`src/hw/rtl/crta_pkg.sv`:
```
`timescale 1ns / 1ps
`default_nettype none

package crta_pkg;

    localparam int COORD_W     = 11;
    localparam int RADIUS_W    = 10;
    localparam int COLOR_W     = 4;
    localparam int ORIGIN_W    = 10;
    localparam int STEP_X_W    = 11;
    localparam int STEP_Y_W    = 12;
    localparam int DECISION_W  = 16;
    localparam int PIXEL_W     = 13;

    localparam int S_FIELDS_W  = 2 * COORD_W + RADIUS_W + 1 + COLOR_W;
    localparam int S_TDATA_W   = ((S_FIELDS_W + 7) / 8) * 8;
    localparam int M_FIELDS_W  = 2 * PIXEL_W + COLOR_W;
    localparam int M_TDATA_W   = ((M_FIELDS_W + 7) / 8) * 8;

    localparam int CFG_INDEX_W = 1;

    localparam int QUEUE_DEPTH = 2;
    localparam int QUEUE_PTR_W = $clog2(QUEUE_DEPTH);
    localparam int QUEUE_CNT_W = $clog2(QUEUE_DEPTH + 1);

    localparam logic OP_START = 1'b0;
    localparam logic OP_STEP  = 1'b1;

    localparam logic ALG_MIDPOINT  = 1'b0;
    localparam logic ALG_BRESENHAM = 1'b1;

    localparam logic [CFG_INDEX_W-1:0] REG_ORIGIN_X = 1'b0;
    localparam logic [CFG_INDEX_W-1:0] REG_ORIGIN_Y = 1'b1;

    localparam logic [ORIGIN_W-1:0] ORIGIN_X_RESET = 10'd400;
    localparam logic [ORIGIN_W-1:0] ORIGIN_Y_RESET = 10'd300;

    typedef struct packed {
        logic [STEP_X_W-1:0]        point_a;
        logic signed [STEP_Y_W-1:0] point_b;
        logic signed [COORD_W-1:0]  center_x;
        logic signed [COORD_W-1:0]  center_y;
        logic [COLOR_W-1:0]         color;
        logic                       final_set;
    } job_t;

endpackage

`default_nettype wire

```
`src/hw/rtl/circle_rasterizer_two_algorithms_top.sv`:
```
// An item's first pixel is registered in the queue, then in the output register.
// Each emitting item gives eight pixels, one per cycle unless the output stalls.
// A step that arrives with no circle active is taken and emits nothing.
// Reset is synchronous and active low; it clears the circle state, the queue and the
// output, and sets the origin registers to column 400 and row 300.
`timescale 1ns / 1ps
`default_nettype none

module circle_rasterizer_two_algorithms_top (
    input  wire logic                                  aclk,
    input  wire logic                                  aresetn,
    input  wire logic                                  cfg_wr_en,
    input  wire logic [crta_pkg::CFG_INDEX_W-1:0]      cfg_index,
    input  wire logic [crta_pkg::ORIGIN_W-1:0]         cfg_wr_data,
    input  wire logic                                  s_tvalid,
    output logic                                       s_tready,
    // center_x, center_y, radius, algorithm, color, zero fill
    input  wire logic [crta_pkg::S_TDATA_W-1:0]        s_tdata,
    // operation
    input  wire logic                                  s_tuser,
    output logic                                       m_tvalid,
    input  wire logic                                  m_tready,
    // pixel_x, pixel_y, pixel_color, zero fill
    output logic [crta_pkg::M_TDATA_W-1:0]             m_tdata,
    output logic                                       m_tlast
);

    logic           push_valid, push_ready, pop_valid, pop_ready;
    crta_pkg::job_t push_job, pop_job;

    crta_front u_front (
        .aclk      (aclk),
        .aresetn   (aresetn),
        .s_tvalid  (s_tvalid),
        .s_tready  (s_tready),
        .s_tdata   (s_tdata),
        .s_tuser   (s_tuser),
        .job_valid (push_valid),
        .job_ready (push_ready),
        .job       (push_job)
    );

    crta_queue u_queue (
        .aclk       (aclk),
        .aresetn    (aresetn),
        .push_valid (push_valid),
        .push_ready (push_ready),
        .push_job   (push_job),
        .pop_valid  (pop_valid),
        .pop_ready  (pop_ready),
        .pop_job    (pop_job)
    );

    crta_back u_back (
        .aclk        (aclk),
        .aresetn     (aresetn),
        .cfg_wr_en   (cfg_wr_en),
        .cfg_index   (cfg_index),
        .cfg_wr_data (cfg_wr_data),
        .job_valid   (pop_valid),
        .job_ready   (pop_ready),
        .job         (pop_job),
        .m_tvalid    (m_tvalid),
        .m_tready    (m_tready),
        .m_tdata     (m_tdata),
        .m_tlast     (m_tlast)
    );

endmodule

`default_nettype wire

```
`src/hw/rtl/crta_queue.sv`:
```
`timescale 1ns / 1ps
`default_nettype none

module crta_queue (
    input  wire logic          aclk,
    input  wire logic          aresetn,
    input  wire logic          push_valid,
    output logic               push_ready,
    input  wire crta_pkg::job_t push_job,
    output logic               pop_valid,
    input  wire logic          pop_ready,
    output crta_pkg::job_t     pop_job
);

    crta_pkg::job_t                       entry_reg [crta_pkg::QUEUE_DEPTH];
    logic [crta_pkg::QUEUE_PTR_W-1:0]     wr_ptr_reg, wr_ptr_next;
    logic [crta_pkg::QUEUE_PTR_W-1:0]     rd_ptr_reg, rd_ptr_next;
    logic [crta_pkg::QUEUE_CNT_W-1:0]     count_reg, count_next;
    logic                                 do_push, do_pop;

    assign push_ready = (count_reg != crta_pkg::QUEUE_CNT_W'(crta_pkg::QUEUE_DEPTH));
    assign pop_valid  = (count_reg != '0);
    assign pop_job    = entry_reg[rd_ptr_reg];
    assign do_push    = push_valid && push_ready;
    assign do_pop     = pop_valid && pop_ready;

    always_comb begin
        wr_ptr_next = wr_ptr_reg;
        rd_ptr_next = rd_ptr_reg;
        count_next  = count_reg;
        if (do_push) begin
            if (wr_ptr_reg == crta_pkg::QUEUE_PTR_W'(crta_pkg::QUEUE_DEPTH - 1)) begin
                wr_ptr_next = '0;
            end else begin
                wr_ptr_next = wr_ptr_reg + 1'b1;
            end
        end
        if (do_pop) begin
            if (rd_ptr_reg == crta_pkg::QUEUE_PTR_W'(crta_pkg::QUEUE_DEPTH - 1)) begin
                rd_ptr_next = '0;
            end else begin
                rd_ptr_next = rd_ptr_reg + 1'b1;
            end
        end
        if (do_push && !do_pop) begin
            count_next = count_reg + 1'b1;
        end else if (do_pop && !do_push) begin
            count_next = count_reg - 1'b1;
        end
    end

    always_ff @(posedge aclk) begin
        if (!aresetn) begin
            wr_ptr_reg <= '0;
            rd_ptr_reg <= '0;
            count_reg  <= '0;
        end else begin
            wr_ptr_reg <= wr_ptr_next;
            rd_ptr_reg <= rd_ptr_next;
            count_reg  <= count_next;
        end
    end

    always_ff @(posedge aclk) begin
        if (do_push) begin
            entry_reg[wr_ptr_reg] <= push_job;
        end
    end

endmodule

`default_nettype wire

```
`src/hw/rtl/crta_front.sv`:
```
`timescale 1ns / 1ps
`default_nettype none

module crta_front (
    input  wire logic                              aclk,
    input  wire logic                              aresetn,
    input  wire logic                              s_tvalid,
    output logic                                   s_tready,
    // center_x, center_y, radius, algorithm, color, zero fill
    input  wire logic [crta_pkg::S_TDATA_W-1:0]    s_tdata,
    // operation
    input  wire logic                              s_tuser,
    output logic                                   job_valid,
    input  wire logic                              job_ready,
    output crta_pkg::job_t                         job
);

    localparam int CY_LO  = crta_pkg::COORD_W;
    localparam int RAD_LO = 2 * crta_pkg::COORD_W;
    localparam int ALG_LO = RAD_LO + crta_pkg::RADIUS_W;
    localparam int COL_LO = ALG_LO + 1;
    localparam int DW     = crta_pkg::DECISION_W;

    logic                                   busy_reg, busy_next;
    logic                                   bres_reg, bres_next;
    logic [crta_pkg::STEP_X_W-1:0]          x_reg, x_next;
    logic signed [crta_pkg::STEP_Y_W-1:0]   y_reg, y_next;
    logic signed [DW-1:0]                   d_reg, d_next;
    logic signed [crta_pkg::COORD_W-1:0]    cx_reg, cx_next;
    logic signed [crta_pkg::COORD_W-1:0]    cy_reg, cy_next;
    logic [crta_pkg::COLOR_W-1:0]           color_reg, color_next;

    logic                                   take, is_start;
    logic [crta_pkg::RADIUS_W-1:0]          in_radius;
    logic                                   in_bres;
    logic signed [DW-1:0]                   r16, x16, y16;
    logic [crta_pkg::STEP_X_W-1:0]          x_inc;
    logic signed [crta_pkg::STEP_Y_W-1:0]   y_dec;
    logic signed [crta_pkg::STEP_Y_W-1:0]   x_cmp;
    logic                                   cont;

    assign s_tready  = job_ready;
    assign take      = s_tvalid && s_tready;
    assign is_start  = (s_tuser == crta_pkg::OP_START);
    assign in_radius = s_tdata[ALG_LO-1:RAD_LO];
    assign in_bres   = (s_tdata[ALG_LO] == crta_pkg::ALG_BRESENHAM);
    assign r16       = $signed({{(DW - crta_pkg::RADIUS_W){1'b0}}, in_radius});
    assign x_inc     = x_reg + 1'b1;
    assign y_dec     = y_reg - crta_pkg::STEP_Y_W'(1);

    always_comb begin
        busy_next  = busy_reg;
        bres_next  = bres_reg;
        x_next     = x_reg;
        y_next     = y_reg;
        d_next     = d_reg;
        cx_next    = cx_reg;
        cy_next    = cy_reg;
        color_next = color_reg;
        x16        = '0;
        y16        = '0;
        if (is_start) begin
            bres_next  = in_bres;
            cx_next    = $signed(s_tdata[CY_LO-1:0]);
            cy_next    = $signed(s_tdata[RAD_LO-1:CY_LO]);
            color_next = s_tdata[COL_LO+crta_pkg::COLOR_W-1:COL_LO];
            x_next     = '0;
            y_next     = $signed({{(crta_pkg::STEP_Y_W - crta_pkg::RADIUS_W){1'b0}}, in_radius});
            if (in_bres) begin
                d_next = DW'(3) - (r16 <<< 1);
            end else begin
                d_next = DW'(1) - r16;
            end
        end else begin
            x_next = x_inc;
            x16    = $signed({{(DW - crta_pkg::STEP_X_W){1'b0}}, x_inc});
            if (bres_reg) begin
                if (d_reg > 0) begin
                    y_next = y_dec;
                    y16    = DW'(y_dec);
                    d_next = d_reg + ((x16 - y16) <<< 2) + DW'(10);
                end else begin
                    d_next = d_reg + (x16 <<< 2) + DW'(6);
                end
            end else begin
                if (d_reg < 0) begin
                    d_next = d_reg + (x16 <<< 1) + DW'(1);
                end else begin
                    y_next = y_dec;
                    y16    = DW'(y_dec);
                    d_next = d_reg + ((x16 - y16) <<< 1) + DW'(1);
                end
            end
        end
        x_cmp = $signed({1'b0, x_next});
        if (bres_next) begin
            cont = (y_next >= x_cmp);
        end else begin
            cont = (x_cmp < y_next);
        end
        busy_next = cont;
    end

    assign job_valid     = s_tvalid && (is_start || busy_reg);
    assign job.point_a   = x_next;
    assign job.point_b   = y_next;
    assign job.center_x  = cx_next;
    assign job.center_y  = cy_next;
    assign job.color     = color_next;
    assign job.final_set = !busy_next;

    always_ff @(posedge aclk) begin
        if (!aresetn) begin
            busy_reg  <= 1'b0;
            bres_reg  <= 1'b0;
            x_reg     <= '0;
            y_reg     <= '0;
            d_reg     <= '0;
            cx_reg    <= '0;
            cy_reg    <= '0;
            color_reg <= '0;
        end else if (take && (is_start || busy_reg)) begin
            busy_reg  <= busy_next;
            bres_reg  <= bres_next;
            x_reg     <= x_next;
            y_reg     <= y_next;
            d_reg     <= d_next;
            cx_reg    <= cx_next;
            cy_reg    <= cy_next;
            color_reg <= color_next;
        end
    end

endmodule

`default_nettype wire

```
`src/hw/rtl/crta_back.sv`:
```
`timescale 1ns / 1ps
`default_nettype none

module crta_back (
    input  wire logic                                  aclk,
    input  wire logic                                  aresetn,
    input  wire logic                                  cfg_wr_en,
    input  wire logic [crta_pkg::CFG_INDEX_W-1:0]      cfg_index,
    input  wire logic [crta_pkg::ORIGIN_W-1:0]         cfg_wr_data,
    input  wire logic                                  job_valid,
    output logic                                       job_ready,
    input  wire crta_pkg::job_t                        job,
    output logic                                       m_tvalid,
    input  wire logic                                  m_tready,
    output logic [crta_pkg::M_TDATA_W-1:0]             m_tdata,
    output logic                                       m_tlast
);

    localparam int PW = crta_pkg::PIXEL_W;

    logic [crta_pkg::ORIGIN_W-1:0]      origin_x_reg, origin_y_reg;
    logic [2:0]                         idx_reg, idx_next;
    logic                               m_tvalid_reg, m_tvalid_next;
    logic [crta_pkg::M_TDATA_W-1:0]     m_tdata_reg, m_tdata_next;
    logic                               m_tlast_reg, m_tlast_next;

    logic                               out_free, emit;
    logic signed [PW-1:0]               a13, b13, cx13, cy13, u13, v13;
    logic signed [PW-1:0]               lx, ly, px, py;

    assign out_free  = !m_tvalid_reg || m_tready;
    assign emit      = job_valid && out_free;
    assign job_ready = out_free && (idx_reg == 3'd7);

    assign a13  = $signed({{(PW - crta_pkg::STEP_X_W){1'b0}}, job.point_a});
    assign b13  = PW'(job.point_b);
    assign cx13 = PW'(job.center_x);
    assign cy13 = PW'(job.center_y);
    assign u13  = idx_reg[2] ? b13 : a13;
    assign v13  = idx_reg[2] ? a13 : b13;
    assign lx   = idx_reg[0] ? (cx13 - u13) : (cx13 + u13);
    assign ly   = idx_reg[1] ? (cy13 - v13) : (cy13 + v13);
    assign px   = lx + $signed({{(PW - crta_pkg::ORIGIN_W){1'b0}}, origin_x_reg});
    assign py   = $signed({{(PW - crta_pkg::ORIGIN_W){1'b0}}, origin_y_reg}) - ly;

    always_comb begin
        idx_next      = idx_reg;
        m_tvalid_next = m_tvalid_reg;
        m_tdata_next  = m_tdata_reg;
        m_tlast_next  = m_tlast_reg;
        if (emit) begin
            idx_next      = idx_reg + 1'b1;
            m_tvalid_next = 1'b1;
            m_tdata_next  = crta_pkg::M_TDATA_W'({job.color, py, px});
            m_tlast_next  = job.final_set && (idx_reg == 3'd7);
        end else if (m_tready) begin
            m_tvalid_next = 1'b0;
        end
    end

    always_ff @(posedge aclk) begin
        if (!aresetn) begin
            origin_x_reg <= crta_pkg::ORIGIN_X_RESET;
            origin_y_reg <= crta_pkg::ORIGIN_Y_RESET;
        end else if (cfg_wr_en) begin
            case (cfg_index)
                crta_pkg::REG_ORIGIN_X: origin_x_reg <= cfg_wr_data;
                crta_pkg::REG_ORIGIN_Y: origin_y_reg <= cfg_wr_data;
                default: ;
            endcase
        end
    end

    always_ff @(posedge aclk) begin
        if (!aresetn) begin
            idx_reg      <= '0;
            m_tvalid_reg <= 1'b0;
        end else begin
            idx_reg      <= idx_next;
            m_tvalid_reg <= m_tvalid_next;
        end
    end

    always_ff @(posedge aclk) begin
        m_tdata_reg <= m_tdata_next;
        m_tlast_reg <= m_tlast_next;
    end

    assign m_tvalid = m_tvalid_reg;
    assign m_tdata  = m_tdata_reg;
    assign m_tlast  = m_tlast_reg;

endmodule

`default_nettype wire

```
`config.mk`:
```
export PLATFORM = sky130hd
export DESIGN_NAME = circle_rasterizer_two_algorithms_top
export DESIGN_NICKNAME = d
export VERILOG_FILES = /design/src/hw/rtl/crta_pkg.sv /design/src/hw/rtl/circle_rasterizer_two_algorithms_top.sv /design/src/hw/rtl/crta_queue.sv /design/src/hw/rtl/crta_front.sv /design/src/hw/rtl/crta_back.sv
export SDC_FILE = /design/constraint.sdc
export NUM_CORES = 1
export LEC_CHECK = 0
export ABC_AREA = 1
export BUFFER_PORTS_ARGS = -buffer_cell sky130_fd_sc_hd__buf_2
export CORE_MARGIN = 3
export CORE_UTILIZATION = 50
export DETAILED_ROUTE_END_ITERATION = 8
export GPL_ROUTABILITY_DRIVEN = 0
export GPL_TIMING_DRIVEN = 0
export PLACE_DENSITY = 0.67
export SYNTH_ARGS = -nofsm -noshare
export SYNTH_HDL_FRONTEND = slang
export SYNTH_SLANG_ARGS = --single-unit
```
`constraint.sdc`:
```
create_clock -name aclk -period 11.6 [get_ports aclk]
set_input_delay 2.32 -clock aclk [delete_from_list [all_inputs] [get_ports aclk]]
set_output_delay 2.32 -clock aclk [all_outputs]
set_load 0.005 [all_outputs]
```
== After elaboration in Yosys (flattened, before gate mapping) ==
Memories as Yosys holds them, arrays and structs flattened. A register that Yosys moved wholly into a read port is not among the register bits.
Cells that the tools add are included.

* Register bits after elaboration: 126
* Memory bits (writable): 100
* Word-level logic and storage cells: 100
* Memories: 1

{| class="wikitable"
|+ Memories
! name !! words !! width !! read ports !! clocked after memory_dff !! wr ports !! line !! text
|-
| u_queue.entry_reg || 2 || 50 || 1 || 1 || 1 || crta_queue.sv:15 || <nowiki>crta_pkg::job_t entry_reg [crta_pkg::QUEUE_DEPTH];</nowiki>
|}

* $add $sub $neg: 24
* Order comparisons: 4
* Eq/ne operators: 2
* Muxes and demuxes: 29
* Bitwise gates (word level): 2
* Reduce and logical (&&, ||, !) cells: 21

{| class="wikitable"
|+ Operators with widths
! operator !! count
|-
| two-way mux 16 bit || 5
|-
| two-way mux 13 bit || 4
|-
| two-way mux 12 bit || 4
|-
| subtractor 11 x 13 -> 13 bit || 3
|-
| two-way mux 11 bit || 3
|-
| adder 16 x 14 -> 16 bit || 2
|-
| adder 16 x 2 -> 16 bit, second input constant || 2
|-
| adder 11 x 13 -> 13 bit || 2
|-
| adder 16 x 13 -> 16 bit || 1
|-
| adder 16 x 15 -> 16 bit || 1
|-
| adder 16 x 4 -> 16 bit, second input constant || 1
|-
| adder 16 x 5 -> 16 bit, second input constant || 1
|-
| > comparator 16 x 1 -> 1 bit, second input constant || 1
|-
| < comparator 16 x 1 -> 1 bit, second input constant || 1
|-
| adder 13 x 11 -> 13 bit || 1
|-
| subtractor 12 x 12 -> 13 bit || 1
|-
| >= comparator 12 bit || 1
|-
| < comparator 12 bit || 1
|-
| subtractor 12 x 2 -> 12 bit, second input constant || 1
|-
| subtractor 2 x 11 -> 12 bit, first input constant || 1
|-
| adder 11 x 1 -> 11 bit, second input constant || 1
|-
| subtractor 1 x 10 -> 11 bit, first input constant || 1
|-
| logical AND 1 bit || 10
|-
| two-way mux 1 bit || 10
|-
| 13 further kinds || 23
|}

== Depth between registers and ports, before layout ==
Gate-level depths: netlist of the first run.

* Word-level depth: 8
* Depth in mapped cells: 32

== Modules after synthesis ==
A second synthesis of the first run with hierarchy kept.

* Cell total of the unflattened synthesis: 2,145
* Area, all modules: 16,882.4 um2

{| class="wikitable"
|+ By module, submodules not included
! module !! times used !! cells each !! area an instance (um2)
|-
| crta_front || 1 || 1,270 || 7,916.3
|-
| crta_back || 1 || 682 || 4,860.9
|-
| crta_queue || 1 || 193 || 4,105.2
|}

== Worst setup path before layout of the first run ==
Ideal clock, no wire load.

* Path type: input to register
* Start point: in s_tuser
* End point: mem u_queue.entry_reg[0][0] (netlist name) (enable)
* Arrival: 5.296 ns
* Setup slack: 5.847 ns
* Stages: 6
* Cell sequence: buf_2 inv_2 o211ai_1 clkbuf_1 clkbuf_1 nor2_1

* Longest elaborated chain between the ends: 6

{| class="wikitable"
|+ Ends and longest elaborated chain
! element !! line !! text
|-
| start: declaration || circle_rasterizer_two_algorithms_top.sv:20 || <nowiki>input wire logic s_tuser,</nowiki>
|-
| inverter 1 bit || crta_front.sv:44 || <nowiki>assign is_start = (s_tuser == crta_pkg::OP_START);</nowiki>
|-
| logical OR 1 bit || crta_front.sv:104 || <nowiki>assign job_valid = s_tvalid && (is_start || busy_reg);</nowiki>
|-
| logical AND 1 bit || crta_front.sv:104 ||
|-
| logical AND 1 bit || crta_queue.sv:24 || <nowiki>assign do_push = push_valid && push_ready;</nowiki>
|-
| two-way mux 1 bit || crta_queue.sv:65 || <nowiki>if (do_push) begin</nowiki>
|-
| two-way mux 1 bit (implied by the code) || crta_queue.sv:66 || <nowiki>entry_reg[wr_ptr_reg] <= push_job;</nowiki>
|-
| end: declaration || crta_queue.sv:15 ||
|}

No other way between the ends.

==> metrics, run 1 <==
Worst R2R Start=u_front.x_reg[0]; min cycle time layout=~5400 ps; Max Cap Violations=0; first-pass GRT wire length=~72,000 um; Post-synth EDFFs=~130; ratio of cells with drive above 1 in the final layout=under 10%; CTS resizes=0; largest net degree at the start of global routing=32; RSZ-0062 raised after global routing=false; synthesis-stage register bit count=about 230; setup TNS=0 ps; initial antenna violation count=1; Via Count=around 15,000; worst path arrival time=5660 ps; die area=between 30,000 and 40,000 um^2; sequential share of the synthesized area=around 37%; clk_skew=about 36 ps; pwr/cell area=226 nW/um^2; Logic pwr share=a little over half; CTS Root Buffer Type=clkbuf_16; top post-synthesis cells by count=nand2_1 (420), inv_1 (235), a21oi_1 (208); WL/cell=between 15 and 20 um; drt initial violations=1,081; H-tree levels=1; Hold Path Origin=u_front.color_reg[0]; Clock Power Share=a little over a fifth; Area Growth Syn to Fin=11.8%; Pint=~2400 uW; sequential power share=27.0%; Reg clk slew, reported paths=~60 ps; Post-Syn Area per Cell=around 7.8 um^2; drt total wl=between 40,000 and 50,000 um; clock sink total=about 230; initial core utilization=about 52%; Synth Instances=approximately 2,000; Finish-stage setup viols=0; vias in the first global route=~14,000; Multi-input gate area=approximately 8900 um^2; Startpoint Class=input pin; Setup Fix Bufs, Post-CTS=0; Lkg Pwr=between 0.008 and 0.009 uW; GRT Overall Usage=between 20% and 30%; Storage cell area=slightly below 6000 um^2; Most used DFF post-synth=edfxtp_1; CP endpoint kind=flip-flop; proportion of netlist area held by the largest area contributor=between 20% and 30%; Critical Path Fanout Max=10; max-slew violations=0; Congestion Overflow GR=0; Async SR Flop Fraction=0%; nets@finish=around 2,400; Pwr Total=4060 uW; worst slew pin tran=a little under 1000 ps; Rows=64; count leader, synth=nand2_1; Core Box Area=approximately 31,000 um^2; slew margin rel.=34.5%; required time worst endpoint=about 12,000 ps; Synth cell types=62; synth warn=0; number of flip-flops under the largest register name=100; die height=around 190 um; buffers added on ports=85; vias per cell=roughly 5.6; Crit Path Category=in2reg; f_max=approximately 0.19 GHz; critical path startpoint=s_tuser; CTS hold repair buffers=0; outcome=complete, no violations; Routed Antenna Nets=0; I/O Pins=92; CTS buffer count=26; synth top area cells=edfxtp_1 (25%), dfxtp_1 (12%), ha_1 (12%); DRT Pass-1 Iters=6; filler cell count=2,834; die width=between 150 and 200 um; Sw Share=between 40% and 50%; CTS tree=yes; worst vdd ir=~130 uV; clk_lat worst skew=550 ps; drt drc=0; Tcrit/Tclk final=a little under half; synthesized area=approximately 16,000 um^2; Diodes inserted=0; Hold Violations, Final=0; post-detail-place hpwl=between 30,000 and 40,000 um; min-delay worst type=reg2reg; NetSw=about 1700 uW; CTS max path bufs=3; largest area contributor in the netlist=edfxtp_1
[final timing paths]
check	to	slack [ps]	cells past startpoint
setup reg to reg	u_front.d_reg[14]	6310	25
setup / recovery	u_queue.entry_reg[0][0]	6200	17
hold / removal	u_front.color_reg[0]	450	2
hold reg to reg	u_front.color_reg[0]	450	2
[power groups by stage]
stage / sequential [uW] / clock (uW) / combinational, uW
final: 1090 / 848 / 2110
after global routing: 1100 / 896 / 2380
after CTS: 1090 / 858 / 2090
after detailed placement: 1110 / 0 / 2080
after global placement: 1110 / 0 / 2020
after floorplan: 1110 / 0 / 1590
[worst max-delay path, cell delays in order]
cell and delay, ps:
buf_2 240, inv_2 200, nor2_2 510, inv_1 130
clkbuf_1 340, a21oi_1 190, o21ai_0 100, nand2_1 130
inv_1 100, ha_1 310, nand2_1 60, nor2_1 250
o21ai_0 180, o211a_1 160, o21ai_0 180, a21o_1 150
nand3_1 90
[placed cells by master (no fill, tap or decap), drive strengths merged, types with 72 or more instances in the layout]
cell / count
inv: 248
dfxtp: 96
a21oi: 208
xor2: 72
clkbuf: 82
ha: 148
buf: 107
nand2: 425
o21ai: 226
nand3: 75
edfxtp: 131
nor2: 149
[layout make-up]
cell class | count | area share (%)
buffer | 67 | 1.79
timing repair buffer | 88 | 2.71
clock inverter | 14 | 0.971
tap | 396 | 2.77
sequential | 227 | 32.7
clock buffer | 34 | 3.97
multi-input combinational | 1503 | 49.9
inverter | 248 | 5.21
[kinds of logic after synthesis]
| logic type | share of synthesized area [%] |
|---|---|
| other | 0.0234 |
| buffers and inverters | 7.83 |
| XOR/XNOR | 5.57 |
| AO/OA/AOI/OAI | 17.7 |
| adder cells (fa/ha/maj) | 12.7 |
| flip-flops | 36.5 |
| AND/OR/NAND/NOR | 19.1 |
| multiplexers | 0.500 |
[layer usage]
metal  vias up  part of all wire [%]  GRT usage [%]
met2       541                    49           48.6
met4         2                   5.3           13.0
met1      6655                    40           31.4
met3       160                   5.8           3.42
met5         -                 0.028              0
li1       7144                     -              -
[stage by stage]
step | worst slack, ps | util (%) | instance area [um^2] | instances | hold slack (ps)
floorplan | 5850 | - | 16000 | 2045 | 425
global placement | 3660 | 54.5 | 16900 | 2526 | 434
detailed placement | 5860 | 54.8 | 17000 | 2529 | 442
CTS | 6360 | 57.7 | 17900 | 2577 | 450
global route | 6010 | 57.7 | 17900 | 2577 | 464
finish | 6200 | 57.7 | 17900 | 2577 | 448
Note: power is estimated with default switching activity, not from simulation.
==> inputs of run 2 (changes only) <==
- ABC_AREA: 1 -> 0
- PLACE_DENSITY: 0.67 -> 0.7
- clock period: 11.6 -> 4.5 ns (I/O delays scaled with it)
==> metrics, run 2 <==
max-slew violations=0; synthesis-stage register bit count=about 230; commonest non-fill, non-tap cell in the layout=nand2_1; synthesized area=between 15,000 and 20,000 um^2; CP endpoint kind=flip-flop; GRT Overall Usage=between 20% and 30%; Clock Power Share=between 20 and 25%; WL met2=21,900 um; outcome=complete, no violations; Placed Area=16,900 um^2; Core Box Area=slightly above 30,000 um^2; Reg clk slew, reported paths=60 ps; Tcrit/Tclk final=between 90% and 100%; CTS Root Buffer Type=clkbuf_16; die width=roughly 180 um; f_max=between 0.2 and 0.25 GHz; cells on worst reg2reg path=19; CTS max path bufs=3; Congestion Overflow GR=0; drt initial violations=about 1,100; H-tree levels=1; vias in the first global route=~13,000; Sw Share=between 30 and 40%; drt drc=0; Synth cell types=between 70 and 80; Synth Instances=between 1,500 and 2,000; number of flip-flops under the largest register name=100; synth warn=0; worst vdd ir=approximately 290 uV; RR Endpoint=u_back.m_tdata[25]; Post-Syn Area per Cell=9.43 um^2; Routed Antenna Nets=0; Storage cell area=5880 um^2; first-pass GRT wire length=67,900 um; Metal-1 WL=about 17,000 um; filler cell count=2,583; CTS buffer count=25; Hold Path Origin=u_front.cx_reg[7]; Pint=5580 uW; Logic pwr share=46.7%; Area Growth Syn to Fin=18.0%; R2R Setup Slk=between 50 and 60 ps; clk_skew=10.2 ps; Critical Path Fanout Max=5; I/O Pins=around 90; met3 WL post-DR=about 2300 um; Async SR Flop Fraction=0%; nets@finish=between 2,000 and 2,500; largest net degree at the start of global routing=36; WL/cell=~19 um; worst path arrival time=around 4700 ps; Lkg Pwr=~0.0076 uW; required time worst endpoint=around 4800 ps; post-detail-place hpwl=~32,000 um; DRT Pass-1 Iters=5; proportion of netlist area held by the largest area contributor=between 20% and 30%; RSZ-0062 raised after global routing=true; Post-synth EDFFs=around 130; CTS hold repair buffers=0; largest area contributor in the netlist=edfxtp_1; initial antenna violation count=1; initial core utilization=around half; highest routed metal layer=met5; worst slew pin tran=between 700 and 800 ps; min cycle time layout=4450 ps; vias per cell=about 5.9; synth top area cells=edfxtp_1 (25%), dfxtp_1 (12%), ha_1 (12%); fin area=18,800 um^2; CTS tree=yes; pwr/cell area=approximately 470 nW/um^2; Startpoint Class=flip-flop; top post-synthesis cells by count=nand2_1 (214), ha_1 (148), edfxtp_1 (131); die area=34,000 um^2; hold path depth=2; most frequent cells in the layout=nand2_1 (210), ha_1 (135), edfxtp_1 (131); ratio of cells with drive above 1 in the final layout=20.4%; Most used DFF post-synth=edfxtp_1; Min-Delay Endpoint=u_front.cx_reg[7]; Hold Violations, Final=0; min-delay worst type=reg2reg; Rows=64; die height=between 150 and 200 um; Finish-stage setup viols=0; buffers added on ports=84; count leader, synth=nand2_1; Via Count=approximately 13,000; drt total wl=~43,000 um; Diodes inserted=0; sequential power share=30.5%; Max Cap Violations=0; sequential share of the synthesized area=a little under two fifths; final core utilization=60.6%; clk_lat worst skew=520 ps; slew margin rel.=roughly half; clock sink total=about 230; Multi-input gate area=10,100 um^2; Crit Path Category=reg2reg; NetSw=between 3000 and 4000 uW
run 2: cell count changes in the layout (fill, tap and decap cells not counted), moves of 22 or more:
cell,change
xnor2_1,+49
nand2_1,-210
a21boi_0,+59
a21oi_1,-110
nor2_1,-30
o21ai_0,-131
nor2b_1,+22
buf_4,+43
nand3_1,-39
mux2_2,+57
inv_1,-167
run 2: worst max-delay path by stage:
stage                                     to  slack, ps  cells past startpoint
floorplan                  u_front.d_reg[15]         20                     21
global placement    u_queue.entry_reg[0][22]      -1090                      6
detailed placement        u_back.m_tdata[25]       -830                     20
CTS                       u_back.m_tdata[24]          1                     22
global route               u_front.d_reg[15]       -110                     20
finish                    u_back.m_tdata[25]         50                     19
run 2: through the flow:
stage | std cells | setup slack (ps) | setup TNS, ps | power [uW] | hold WS (ps)
floorplan | 1689 | 15.4 | 0 | 5430 | 440
global placement | 2169 | -1090 | -67440 | 6160 | 446
finish | 2262 | 52.1 | 0 | 8800 | 460
detailed placement | 2172 | -833 | -11030 | 6290 | 455
CTS | 2239 | 1.42 | 0 | 8490 | 463
global route | 2262 | -114 | -533 | 9390 | 477
run 2: power groups by stage:
stage	sequential, uW	clock [uW]	combinational [uW]
4_1_cts	2680	2030	3770
6_report	2690	2000	4110
3_3_place_gp	2730	0	3440
2_1_floorplan	2720	0	2710
5_1_grt	2710	2120	4570
3_5_place_dp	2720	0	3570
run 2: layout make-up:
cell class	count	share of cell area, %
buffer	70	1.75
tap	396	2.64
timing repair buffer	134	4.55
clock inverter	14	0.739
sequential	227	31.3
multi-input combinational	1317	54.0
inverter	73	1.48
clock buffer	31	3.56
run 2: cells by family (layout without fill, tap and decap cells):
group           count (synthesis)  in the layout  share of synthesized area, %
simple gates                  506            506                          14.8
compound gates                408            408                          16.7
flops                         227            227                          36.8
fa+ha+maj                     157            157                          12.8
xor+xnor                      154            154                          8.52
buf+inv                       145            322                          3.62
mux                            90             90                          6.84
other cells                     1              2                        0.0235
run 2: metal layers:
layer	global-route usage (%)	vias up
met2	44.8	457
met3	2.88	130
li1	-	6374
met1	29.9	6322
met4	11.3	2
met5	0	-
run 2: what timing repair did:
| action | 4_1_cts | 5_1_grt |
|---|---|---|
| gates resized for setup | 84 | 77 |
| buffers inserted | 23 | 23 |
| endpoints found under the setup margin | 22 | 15 |
| pin swaps | 34 | 47 |
| gates cloned | 0 | 1 |
run 2: worst max-delay path, stage by stage (launching register included):
cell      delay, ps
dfxtp_2         340
buf_12          120
buf_12          120
mux4_2          570
inv_2           110
ha_4            140
nor3b_4         230
nor4b_4         300
a21oi_2         100
xnor2_1         170
ha_1            370
nand3_2         110
o31ai_4         280
nor2_1           80
xor2_1          140
ha_1            330
and2_4          160
a311o_1         340
nand3b_1        110
xnor2_1          70
==> inputs of run 3 (changes only) <==
- CORE_ASPECT_RATIO: not set -> 0.6
==> metrics, run 3 (synthesis gave the netlist of run 2 again) <==
R2R Setup Slk=-8 ps; buffers added on ports=84; DP Worst Slack=-988 ps; Final Non-Filler Cells=between 2,000 and 2,500; drt total wl=47,600 um; sequential power share=a little under a third; drt initial violations=roughly 1,600; first-pass GRT wire length=71,000 um; failing checks=setup timing; ratio of cells with drive above 1 in the final layout=a little over a fifth; worst slew pin tran=1100 ps; GRT Overall Usage=a little over a quarter; pwr/cell area=between 400 and 500 nW/um^2; DRT Pass-1 Iters=7; CP endpoint kind=flip-flop; Critical Path Fanout Max=4; Sw Share=a little under two fifths; CP max-delay cell=a221o_1; vias in the first global route=about 12,000; outcome=finished, violations left; nets@finish=2,073; drt drc=0; CP max stage delay=between 400 and 500 ps; Routed Antenna Nets=0; Startpoint Class=flip-flop; Max Cap Violations=0; die width=roughly 240 um; Clock Power Share=between 10% and 20%; I/O Pins=a little over 90; Hold Violations, Final=0; max-slew violations=0; CTS Root Buffer Type=clkbuf_16; Logic pwr share=between 40% and 50%; Reg clk slew, reported paths=70 ps; WL/cell=roughly 21 um; vias per cell=5.96; die height=between 100 and 150 um; f_max=roughly 0.22 GHz; required time worst endpoint=4940 ps; Rows=a little under 50; Congestion Overflow GR=0; cell mode on critical path=ha_4; clk_skew=between 10 and 15 ps; die area=roughly 34,000 um^2; min-delay worst type=reg2reg; number of flip-flops under the largest register name=100; slew margin rel.=between 20% and 30%; critical path startpoint=u_front.y_reg[0]; Tcrit/Tclk final=100%; H-tree levels=1; CTS max path bufs=3; CTS buffer count=21; worst path cell trace=inv_4, ha_4, ha_4, nor2b_4, o21ai_2, nand2b_1, a21o_1, a21o_1, a31oi_4, buf_6, o21ai_4, xor2_4, ha_4, ha_4, a21o_1, a221o_1, o21ai_2, nand3_1, a31o_2, a211o_1, a41oi_2; initial antenna violation count=1; final hold slack=roughly 460 ps; post-detail-place hpwl=35,700 um; Lkg Pwr=around 0.0076 uW; largest net degree at the start of global routing=31; Via Count=about 14,000; worst vdd ir=roughly 280 uV; Hold Path Origin=u_front.cy_reg[4]; commonest non-fill, non-tap cell in the layout=nand2_1; worst path arrival time=~5000 ps; CTS hold repair buffers=0; Crit Path Category=reg2reg; fin area=approximately 19,000 um^2; clk_lat worst skew=roughly 510 ps; dpl cells=around 2,200; Area Growth Syn to Fin=18.7%; Core Box Area=between 30,000 and 40,000 um^2; Worst R2R Start=u_front.y_reg[0]; Finish-stage setup viols=1; RSZ-0062 raised after global routing=true; final worst setup slack=-7.72 ps; NetSw=3370 uW; min cycle time layout=~4500 ps; CTS tree=yes; Pint=between 5000 and 6000 uW; initial core utilization=51.9%; clock sink total=about 230; most frequent cells in the layout=nand2_1 (209), edfxtp_1 (131), ha_1 (129); Pwr Total=between 8000 and 9000 uW; Placed Area=17,000 um^2
## run 3: cell types whose count changed in the layout (fill, tap and decap cells not counted), moves of 4 or more
cell / before / now
ha_1: 135 / 129
clkinv_2: 4 / 0
clkinv_1: 2 / 7
buf_4: 48 / 65
clkbuf_16: 26 / 21
## run 3: final timing paths
path / endpoint / depth (start not counted)
max: u_front.d_reg[15] / 21
max reg2reg: u_front.d_reg[15] / 21
min: u_front.cy_reg[4] / 2
min reg2reg: u_front.cy_reg[4] / 2
## run 3: power by group through the flow
stage,Sequential (uW),Combinational (uW),Clock [uW]
after floorplan,2720,2710,0
after global placement,2730,3510,0
after detailed placement,2720,3640,0
after CTS,2680,3920,1750
after global routing,2710,4800,1840
final,2690,4400,1740
## run 3: area by class of cell
type                            count  area (um^2)
Tap cell                          408          510
Timing Repair Buffer              152          981
Buffer                             67          304
Inverter                           73          279
Multi-Input combinational cell   1317        10300
Clock buffer                       25          551
Fill cell                        2557        11800
Sequential cell                   227         5880
Antenna cell                        1         2.50
Clock inverter                     12         87.6
## run 3: timing repair
item / in CTS / in global routing
pin swaps: 38 / 61
setup endpoints to repair: 23 / 15
gates resized for setup: 102 / 95
setup buffers: 22 / 43
## run 3: per-stage QoR
stage / TNS [ps] / util (%)
2_1_floorplan: 0 / -
3_3_place_gp: -87430 / 55.0
6_report: -7.72 / 61.6
3_5_place_dp: -13130 / 55.3
5_1_grt: -577 / 61.6
4_1_cts: -15.2 / 59.3
## run 3: routing by layer
metal	up-vias	track usage [%]	wire, um
met5	-	0	0
met4	0	3.78	685
met3	62	9.28	5890
met2	653	34.7	18100
met1	6482	42.3	23000
li1	6402	-	-
## run 3: worst max-delay path: cells and delay by family (launching register included)
family	cells	cell delay, ps
adders and majority gates	4	960
and+or+nand+nor	3	330
AOI/OAI and AO/OA	11	2370
DFF	1	390
buffers and inverters	2	200
xor gates and xnor gates	1	200
